$ cat config.mk
export PLATFORM = sky130hd
export DESIGN_NAME = bpa_divider
export DESIGN_NICKNAME = d
export VERILOG_FILES = /design/src/hw/rtl/bpa_pkg.sv /design/src/hw/rtl/bpa_divider.sv
export SDC_FILE = /design/constraint.sdc
export NUM_CORES = 1
export LEC_CHECK = 0
export BUFFER_PORTS_ARGS = -buffer_cell sky130_fd_sc_hd__clkbuf_2
export CAP_MARGIN = 10
export CORE_MARGIN = 10
export CORE_UTILIZATION = 36
export DETAILED_ROUTE_END_ITERATION = 8
export PLACE_DENSITY = 0.65
export SLEW_MARGIN = 20
export SYNTH_ARGS = -nofsm -noshare
export SYNTH_HDL_FRONTEND = slang
export SYNTH_SLANG_ARGS = --single-unit
$ cat constraint.sdc
create_clock -name clk -period 2.7 [get_ports clk]
set_input_delay 0.81 -clock clk [delete_from_list [all_inputs] [get_ports clk]]
set_output_delay 0.81 -clock clk [all_outputs]
set_load 0.005 [all_outputs]
$ cat src/hw/rtl/bpa_pkg.sv
`timescale 1ns / 1ps

package bpa_pkg;

	// Page numbers, page counts and the search cursor share this width.
	localparam int PAGE_W = 17;
	localparam int IDX_W = 16;
	localparam int CMD_W = 2;
	localparam int STATUS_W = 2;
	localparam int OUT_DATA_W = 40;

	localparam int MAX_PAGES_DEF = 65536;
	localparam int WORD_BITS_DEF = 64;

	localparam logic [PAGE_W-1:0] TOTAL_PAGES_RESET = 17'd65536;
	localparam logic [PAGE_W-1:0] COUNT_MAX = 17'h1FFFF;

	localparam logic [CMD_W-1:0] CMD_ALLOC = 2'd0;
	localparam logic [CMD_W-1:0] CMD_FREE = 2'd1;
	localparam logic [CMD_W-1:0] CMD_RESERVE = 2'd2;

	localparam logic [STATUS_W-1:0] ST_DONE = 2'd0;
	localparam logic [STATUS_W-1:0] ST_NO_FREE = 2'd1;
	localparam logic [STATUS_W-1:0] ST_ALREADY = 2'd2;
	localparam logic [STATUS_W-1:0] ST_RANGE = 2'd3;

	typedef struct packed {
		logic              start;
		logic [PAGE_W-1:0] dividend;
		logic [PAGE_W-1:0] divisor;
	} div_req_t;

	typedef struct packed {
		logic              done;
		logic [PAGE_W-1:0] quotient;
		logic [PAGE_W-1:0] remainder;
	} div_rsp_t;

endpackage

$ cat src/hw/rtl/bpa_divider.sv
`timescale 1ns / 1ps

// Restoring divider, one quotient bit per cycle through a single subtractor.
module bpa_divider import bpa_pkg::*; (
	input  logic     clk,
	input  logic     arst_n,
	input  div_req_t req,
	output div_rsp_t rsp
);

	localparam int CntW = $clog2(PAGE_W + 1);

	logic [PAGE_W-1:0] rem_q;
	logic [PAGE_W-1:0] quo_q;
	logic [PAGE_W-1:0] dvs_q;
	logic [CntW-1:0]   cnt_q;
	logic              busy_q;
	logic              done_q;
	logic [PAGE_W:0]   trial;
	logic [PAGE_W:0]   diff;

	assign trial = {rem_q, quo_q[PAGE_W-1]};
	assign diff = trial - {1'b0, dvs_q};

	always_ff @(posedge clk or negedge arst_n) begin
		if (!arst_n) begin
			busy_q <= 1'b0;
			done_q <= 1'b0;
			cnt_q <= '0;
		end else begin
			done_q <= 1'b0;
			if (req.start) begin
				busy_q <= 1'b1;
				cnt_q <= '0;
			end else if (busy_q) begin
				cnt_q <= cnt_q + CntW'(1);
				if (cnt_q == CntW'(PAGE_W - 1)) begin
					busy_q <= 1'b0;
					done_q <= 1'b1;
				end
			end
		end
	end

	always_ff @(posedge clk) begin
		if (req.start) begin
			rem_q <= '0;
			quo_q <= req.dividend;
			dvs_q <= req.divisor;
		end else if (busy_q) begin
			// The borrow bit tells whether the trial remainder reached the divisor.
			if (!diff[PAGE_W]) begin
				rem_q <= diff[PAGE_W-1:0];
				quo_q <= {quo_q[PAGE_W-2:0], 1'b1};
			end else begin
				rem_q <= trial[PAGE_W-1:0];
				quo_q <= {quo_q[PAGE_W-2:0], 1'b0};
			end
		end
	end

	assign rsp.done = done_q;
	assign rsp.quotient = quo_q;
	assign rsp.remainder = rem_q;

endmodule

==> results of run 1 <==
## cell families (layout without fill, tap and decap cells)
family,Yosys count,in the layout,synth area share
and+or+nand+nor,100,100,0.1459
AOI/OAI and AO/OA,85,85,0.1924
DFF,58,58,0.4424
buffers and inverters,40,129,0.05007
adders and majority gates,20,20,0.07421
muxes,17,17,0.05475
xor gates and xnor gates,16,16,0.04035
## final cells by class
| cell class | instances | area (um2) | area share |
|---|---|---|---|
| Multi-Input combinational cell | 238 | 1804 | 0.4226 |
| Inverter | 24 | 90.09 | 0.02110 |
| Clock inverter | 5 | 55.05 | 0.01290 |
| Tap cell | 129 | 161.4 | 0.03781 |
| Sequential cell | 58 | 1536 | 0.3599 |
| Timing Repair Buffer | 89 | 490.5 | 0.1149 |
| Clock buffer | 11 | 131.4 | 0.03077 |
## flip-flops by register name (all words and copies together) (netlist names)
signal	count
dvs_q	17
quo_q	17
rem_q	17
cnt_q	5
busy_q	1
done_q	1
## power by group through the flow
stage / Sequential [mW] / Clock [mW] / Combinational [mW]
global route: 1.34 / 0.835 / 2.05
global placement: 1.31 / 0 / 1.77
CTS: 1.30 / 0.797 / 1.81
floorplan: 1.28 / 0 / 1.22
detailed placement: 1.31 / 0 / 1.80
finish: 1.31 / 0.783 / 1.85
## routing by layer
| metal | global-route usage | vias to the layer above | wire [um] |
|---|---|---|---|
| met1 | 0.1515 | 1320 | 3996 |
| met3 | 0.02380 | 16 | 341 |
| met2 | 0.2232 | 71 | 4571 |
| met4 | 0.06569 | 0 | 206 |
| met5 | 0 | - | 0 |
| li1 | - | 1402 | - |
## synth_stat cells, types with 2 or more instances
cell type,n
or3_1,5
nand2b_1,5
a311oi_1,4
a2111oi_0,2
o21ai_2,10
o21ai_0,14
clkbuf_1,7
and2_1,2
nand4_1,9
inv_1,24
a211oi_1,3
dfxtp_1,17
mux2_2,16
buf_1,4
a21oi_1,13
dfrtp_1,7
buf_6,2
buf_4,2
nor2b_1,3
a21o_1,8
o211ai_1,3
a311oi_2,9
a21oi_2,4
xor2_1,7
nor2_1,35
xnor2_1,9
nand2_1,16
o21a_1,4
nand3_1,10
nor3_1,6
edfxtp_1,34
a31oi_1,2
ha_1,19
## final timing paths
check                      depth (start not counted)        end
hold reg to reg                                    2   cnt_q[4]
min in group clk                                   2   cnt_q[4]
max in group asynchronous                          1   cnt_q[4]
hold / removal                                     1   cnt_q[0]
setup reg to reg                                   9  rem_q[11]
setup / recovery                                   9  rem_q[11]
## metrics by stage
step / area [um2] / total power [mW] / instances
finish: 4269 / 3.939 / 554
detailed placement: 4034 / 3.110 / 537
floorplan: 3473 / 2.495 / 336
CTS: 4220 / 3.904 / 553
global placement: 4034 / 3.078 / 537
global route: 4269 / 4.220 / 554
## repair_timing
item | in CTS | in global routing
gates resized for setup | 0 | 4
setup endpoints to repair | 0 | 7
buffers inserted | 0 | 1
hold endpoints to repair | 0 | 0
==> metrics.txt, run 1 <==
status completed; slowest CP cell ha_1; RSZ-0062 raised after global routing yes; # DRC 0; Final Cycle Share 0.9510; gp weighted congestion 0.8825; R2R setup slack 0.13 ns; fraction of layout instances using a drive strength above 1 0.3576; max_cap viols 0; final hold violations 0; Initial DRT Pass Iterations 4; H-tree levels 3; worst slew pin tran 0.5946 ns; n_diodes 0; worst hold path class in2async; Crit Path Max Fanout 7; post-synthesis cell count 336; Fill cells 909; Setup crit start kind flip-flop; fin util 0.4577; endpoints failing setup 0; Routed WL 9115 um; R2R Path Start rem_q[13]; max_slew headroom 0.6036; worst path bufs/invs 1; Pwr Density 922.7 nW/um2; Ports 72; skew final 0.01491 ns; ranking of synthesized cells by area edfxtp_1, dfxtp_1, ha_1; CP Capture Type flip-flop; area leader, netlist edfxtp_1; antenna violations before repair 0; Yosys warnings 0; die area 13,980 um2; largest net degree at the start of global routing 28; syn_area_per_cell 10.34 um2; pins over their slew limit 0; post-synthesis cell area 3473 um2; Hold Slack 0.2870 ns; required time of the critical path 2.96 ns; CTS Hold Bufs 0; clock buffer count from CTS 9; vias per cell 5.070; I/O Buffers 71; first-pass GRT wire length 14,740 um; setup TNS 0 ns; switching share of power 0.3897; Core ar. 9328 um2; Clock transition at path regs 0.07 ns; DP HPWL 7020 um; Post-synth EDFFs 34; main flop type after synthesis edfxtp_1; post-synthesis sequential area ratio 0.4424; clock network power share 0.199; GRT Total Usage 0.1300; max incr delay on CP 0.41 ns; CTS tree done; Clock Latency Late Sink 0.35 ns; Comb power frac 0.469; syn_nets 393; internal power 2.404 mW; CP arrival 2.83 ns; Die Ht 118.2 um; commonest non-fill, non-tap cell in the layout clkbuf_2; Antenna Nets Post-Route 0; Nets 477; Root Driver clkbuf_8; number of global-route vias before repair 2,959; Initial Util 0.3724; Synth cell types 54; Max VDD drop 0.4137 mV; Die Width 118.2 um; Synth top area share 0.2939; CP Launch Point rem_q[13]; Sink Count 58; Routed WL per cell 16.45 um; DR vias 2,809; Max Freq 389.5 MHz; Async SR Flop Fraction 0.1207; Top delay family on crit path compound AO/OA/AOI/OAI gates; final worst-path setup slack 0.1324 ns; Reg power frac 0.332; synthesis-to-finish area growth 22.91%; Rows 35; pre-CTS setup slack 0.1782 ns; most frequent cells in the layout clkbuf_2, nor2_1, edfxtp_1; Max clock buf depth 2; gr ovfl total 0; NetSw 1.535 mW; Setup Crit Path Kind reg2reg; 1st-iter DRT viols 197; worst path cell trace ha_1, a21oi_2, nor2b_1, o21a_1, or3_4, o21ai_2, buf_4, nand4_1, a311oi_2; Leak 1.828 nW; FF+latch count, synth 58; fin crit period 2.568 ns
Power figures use the tool's default switching activity.
==> run 2, diff against run 1 <==
Settings changed: MAX_ROUTING_LAYER from default to met4.
==> metrics.txt, run 2 (synthesized netlist as in run 1, its figures left out) <==
status completed; Rows 35 (unchanged); Max Freq 391.3 MHz (+0.47%); DP HPWL 6902 um (-1.7%); internal power 2.389 mW (-0.62%); Top delay family on crit path compound AO/OA/AOI/OAI gates; Crit Path Max Fanout 11 (+4); Hold Slack 0.2943 ns (+0.007313 ns); clock buffer count from CTS 9 (unchanged); Clock transition at path regs 0.07 ns (about the same); Max VDD drop 0.3270 mV (-21%); Leak 1.833 nW (+0.28%); number of global-route vias before repair 2,888 (-2.4%); CP arrival 2.81 ns (-0.02 ns); final instance area 4230 um2 (-0.91%); Comb power frac 0.462 (-0.007); Nets 476 (-0.21%); DR vias 2,816 (+0.25%); CTS Hold Bufs 0 (unchanged); Core ar. 9328 um2 (unchanged); synthesis-to-finish area growth 21.79%; RSZ-0062 raised after global routing yes; max_cap viols 0 (unchanged); CP Capture Type flip-flop; setup TNS 0 ns (unchanged); pins over their slew limit 0 (unchanged); NetSw 1.497 mW (-2.4%); Setup Crit Path Kind reg2reg; final hold violations 0 (unchanged); fin crit period 2.556 ns (-0.01192 ns); Largest regs dvs_q: 17 flops, quo_q: 17 flops, rem_q: 17 flops; worst path cell trace ha_1, o211ai_1, a21o_1, a211oi_2, o21a_2, nor3_4, buf_4, or3_1, a311oi_2; Fill cells 889 (-2.2%); Die Width 118.2 um (unchanged); slowest CP cell ha_1; Routed WL per cell 16.12 um (-2.0%); required time of the critical path 2.96 ns (about the same); H-tree levels 3 (unchanged); Setup crit start kind flip-flop; Initial Util 0.3724 (unchanged); max_slew headroom 0.5923 (-0.01123); GRT Total Usage 0.1310 (+0.0009733); I/O Buffers 71 (unchanged); Clock Latency Late Sink 0.35 ns (about the same); postcts setup bufs 0 (unchanged); most frequent cells in the layout clkbuf_2, nor2_1, edfxtp_1; commonest non-fill, non-tap cell in the layout clkbuf_2; instance area at placement 4034 um2 (unchanged); Root Driver clkbuf_8; first-pass GRT wire length 14,500 um (-1.6%); clock network power share 0.205 (+0.006); skew final 0.01498 ns (+0.00007520 ns); Die Ht 118.2 um (unchanged); worst slew pin tran 0.6115 ns (+0.01685 ns); Pwr Density 918.7 nW/um2 (-0.43%); # DRC 0 (unchanged); post-placement cell count 537 (unchanged); endpoints failing setup 0 (unchanged); fraction of layout instances using a drive strength above 1 0.3443 (-0.01331); Reg power frac 0.333 (about the same); n_diodes 0 (unchanged); worst hold path class in2async; worst path bufs/invs 1 (unchanged); Max clock buf depth 2 (unchanged); pre-CTS setup slack 0.1794 ns (+0.001188 ns); largest net degree at the start of global routing 28 (unchanged); Sink Count 58 (unchanged); switching share of power 0.3853 (-0.004405); gp weighted congestion 0.8914 (+1.0%); Post-CTS Resized 0 (unchanged); Initial DRT Pass Iterations 4 (unchanged); multi-input logic area 1770 um2 (-1.9%); Routed WL 8914 um (-2.2%); gr ovfl total 0 (unchanged); Post-Layout Cell Count 553 (-0.18%); total power 3.886 mW (-1.3%); Ports 72 (unchanged); final worst-path setup slack 0.1443 ns (+0.01192 ns); fin util 0.4535 (-0.004158); 1st-iter DRT viols 244 (+24%); max incr delay on CP 0.38 ns (-0.03 ns); FF/Latch Area 1536 um2 (unchanged); antenna violations before repair 0 (unchanged); Antenna Nets Post-Route 0 (unchanged); vias per cell 5.092 (+0.43%); die area 13,980 um2 (unchanged); CTS tree done; Final Cycle Share 0.9465 (-0.004415)
run 2: final cells by class:
class / instances / share of cell area
clock buffers: 12 / 0.03431
clock inverters: 4 / 0.01035
inverters: 24 / 0.02130
multi-input cells: 238 / 0.4185
flip-flops and latches: 58 / 0.3632
well taps: 129 / 0.03815
repair buffers: 88 / 0.1142
run 2: power groups by stage:
stage               Combinational (mW)  Sequential (mW)  Clock (mW)
CTS                               1.80             1.29       0.810
detailed placement                1.79             1.31           0
global route                      1.98             1.32       0.849
global placement                  1.77             1.31           0
finish                            1.80             1.30       0.795
floorplan                         1.22             1.28           0
run 2: final timing paths:
kind	startpoint	to	slack (ns)	cells past startpoint
worst max register to register	rem_q[2]	rem_q[5]	0.14	9
worst min register to register	rem_q[13]	rem_q[13]	0.54	2
worst max-delay path	rem_q[2]	rem_q[5]	0.14	9
max in group asynchronous	arst_n	cnt_q[1]	2.24	1
min in group clk	rem_q[13]	rem_q[13]	0.54	2
worst min-delay path	arst_n	done_q	0.29	1
run 2: worst reg2reg max path: stages, from the launching register on:
cell and delay, ns:
dfxtp_1 0.36, ha_1 0.38, o211ai_1 0.11, a21o_1 0.21, a211oi_2 0.26, o21a_2 0.26, nor3_4 0.05, buf_4 0.21
or3_1 0.37, a311oi_2 0.25
run 2: per-layer routing:
layer	up-vias	global-route usage	wire [um]
met5	-	-	0
met4	0	0.06491	210
met3	18	0.02094	454
met2	88	0.2163	4367
met1	1311	0.1512	3881
li1	1399	-	-
==> run 3, diff against run 2 <==
Settings changed: CELL_PAD_IN_SITES_DETAIL_PLACEMENT from default to 0, CELL_PAD_IN_SITES_GLOBAL_PLACEMENT from default to 2, CORE_MARGIN 10 to 2, CORE_UTILIZATION 36 to 35, PLACE_DENSITY 0.65 to 0.9.
==> metrics.txt, run 3 (synthesized netlist as in run 1, its figures left out) <==
most frequent cells in the layout clkbuf_2, nor2_1, edfxtp_1; max_slew headroom 0.6694 (+0.07710); RSZ-0062 raised after global routing no; Initial Util 0.3587 (-0.01371); setup TNS 0 ns (unchanged); Routed WL per cell 14.83 um (-8.0%); total power 3.756 mW (-3.3%); number of global-route vias before repair 2,829 (-2.0%); final hold violations 0 (unchanged); DR vias 2,786 (-1.1%); Final Cycle Share 0.9240 (-0.02257); Rows 36 (+2.9%); Clock transition at path regs 0.07 ns (about the same); max_cap viols 0 (unchanged); Nets 480 (+0.84%); 1st-iter DRT viols 106 (-57%); Leak 1.839 nW (+0.35%); Largest regs dvs_q: 17 flops, quo_q: 17 flops, rem_q: 17 flops; Max VDD drop 0.3382 mV (+3.5%); CP Capture Type flip-flop; gr ovfl total 0 (unchanged); Root Driver clkbuf_8; endpoints failing setup 0 (unchanged); Crit Path Max Fanout 9 (-2); CTS Hold Bufs 0 (unchanged); pins over their slew limit 0 (unchanged); Max clock buf depth 2 (unchanged); Setup Crit Path Kind reg2reg; largest net degree at the start of global routing 32 (+14%); first-pass GRT wire length 14,100 um (-2.7%); vias per cell 4.966 (-2.5%); worst slew pin tran 0.4833 ns (-0.1281 ns); Antenna Nets Post-Route 0 (unchanged); Die Width 103.6 um (-12%); Routed WL 8322 um (-6.6%); commonest non-fill, non-tap cell in the layout clkbuf_2; Max Freq 400.8 MHz (+2.4%); Initial DRT Pass Iterations 5 (+1); clock buffer count from CTS 9 (unchanged); GRT Total Usage 0.1689 (+0.03793); status completed; Ports 72 (unchanged); Sink Count 58 (unchanged); fin crit period 2.495 ns (-0.06094 ns); Pwr Density 884.5 nW/um2 (-3.7%); fraction of layout instances using a drive strength above 1 0.3551 (+0.01080); n_diodes 0 (unchanged); Die Ht 103.6 um (-12%); synthesis-to-finish area growth 22.26%; CTS tree done; DP HPWL 6335 um (-8.2%); required time of the critical path 2.94 ns (-0.02 ns); skew final 0.01152 ns (-0.003457 ns); I/O Buffers 71 (unchanged); gp weighted congestion 0.8645 (-3.0%); instance area at placement 4074 um2 (+0.99%); die area 10,740 um2 (-23%); CP arrival 2.73 ns (-0.08 ns); # DRC 0 (unchanged); final instance area 4247 um2 (+0.38%); Clock Latency Late Sink 0.35 ns (about the same); worst hold path class in2async; antenna violations before repair 0 (unchanged); H-tree levels 3 (unchanged); Core ar. 9684 um2 (+3.8%); Setup crit start kind flip-flop
run 3: changes by cell type in the layout (fill, tap and decap cells not counted):
cell / change
buf_12: +1
bufinv_16: -1
clkbuf_8: -1
clkbuf_1: -1
buf_4: +3
clkinv_2: +1
clkinvlp_4: +2
o21ai_4: -1
o21ai_2: +2
o21ai_1: -1
run 3: power by group:
group | internal [mW] | leakage [nW] | switching, mW
Clock | 0.324 | 0.0795 | 0.358
Sequential | 1.12 | 0.576 | 0.162
Combinational | 0.823 | 1.18 | 0.970
run 3: path summary, 6_finish.rpt:
check                          start        end  slack, ns  cells after the start
min                           arst_n     busy_q       0.29                      1
min reg2reg                rem_q[13]  rem_q[13]       0.53                      2
max reg2reg                rem_q[11]   rem_q[2]       0.21                      9
max                        rem_q[11]   rem_q[2]       0.21                      9
min in group clk           rem_q[13]  rem_q[13]       0.53                      2
max in group asynchronous     arst_n   cnt_q[2]       2.25                      1
run 3: worst max-delay path: stages, from the launching register on:
cell and delay [ns]:
dfxtp_1 0.35, ha_1 0.40, a21oi_2 0.21, o21a_1 0.17, nor2_1 0.06, or3_4 0.42, nor3_4 0.18, buf_4 0.20
o21ai_0 0.09, a311oi_1 0.30
run 3: per-layer routing:
metal | GRT usage | part of all wire
met5 | - | 0
met3 | 0.04028 | 0.037
met4 | 0.06178 | 0.014
met1 | 0.2138 | 0.48
met2 | 0.2644 | 0.47
run 3: layout make-up:
cell class	count	area [um2]
inverter	24	90.09
fill	961	5438
timing repair buffer	92	525.5
clock inverter	6	33.78
multi-input combinational	238	1767
clock buffer	10	127.6
sequential	58	1536
tap	133	166.4
run 3: timing repair:
action | in CTS | in global routing
setup buffers | 0 | 1
endpoints found under the setup margin | 0 | 6
resized for setup | 0 | 1
run 3: stage by stage:
step           instances  hold WS, ns  setup WS, ns  utilization
2_1_floorplan        336       0.4974        0.4480            -
3_3_place_gp         544       0.5160        0.2071       0.4207
3_5_place_dp         544       0.5191        0.1658       0.4207
4_1_cts              560       0.2719        0.1493       0.4373
5_1_grt              561       0.2844      0.001879       0.4385
6_report             561       0.2880        0.2053       0.4385
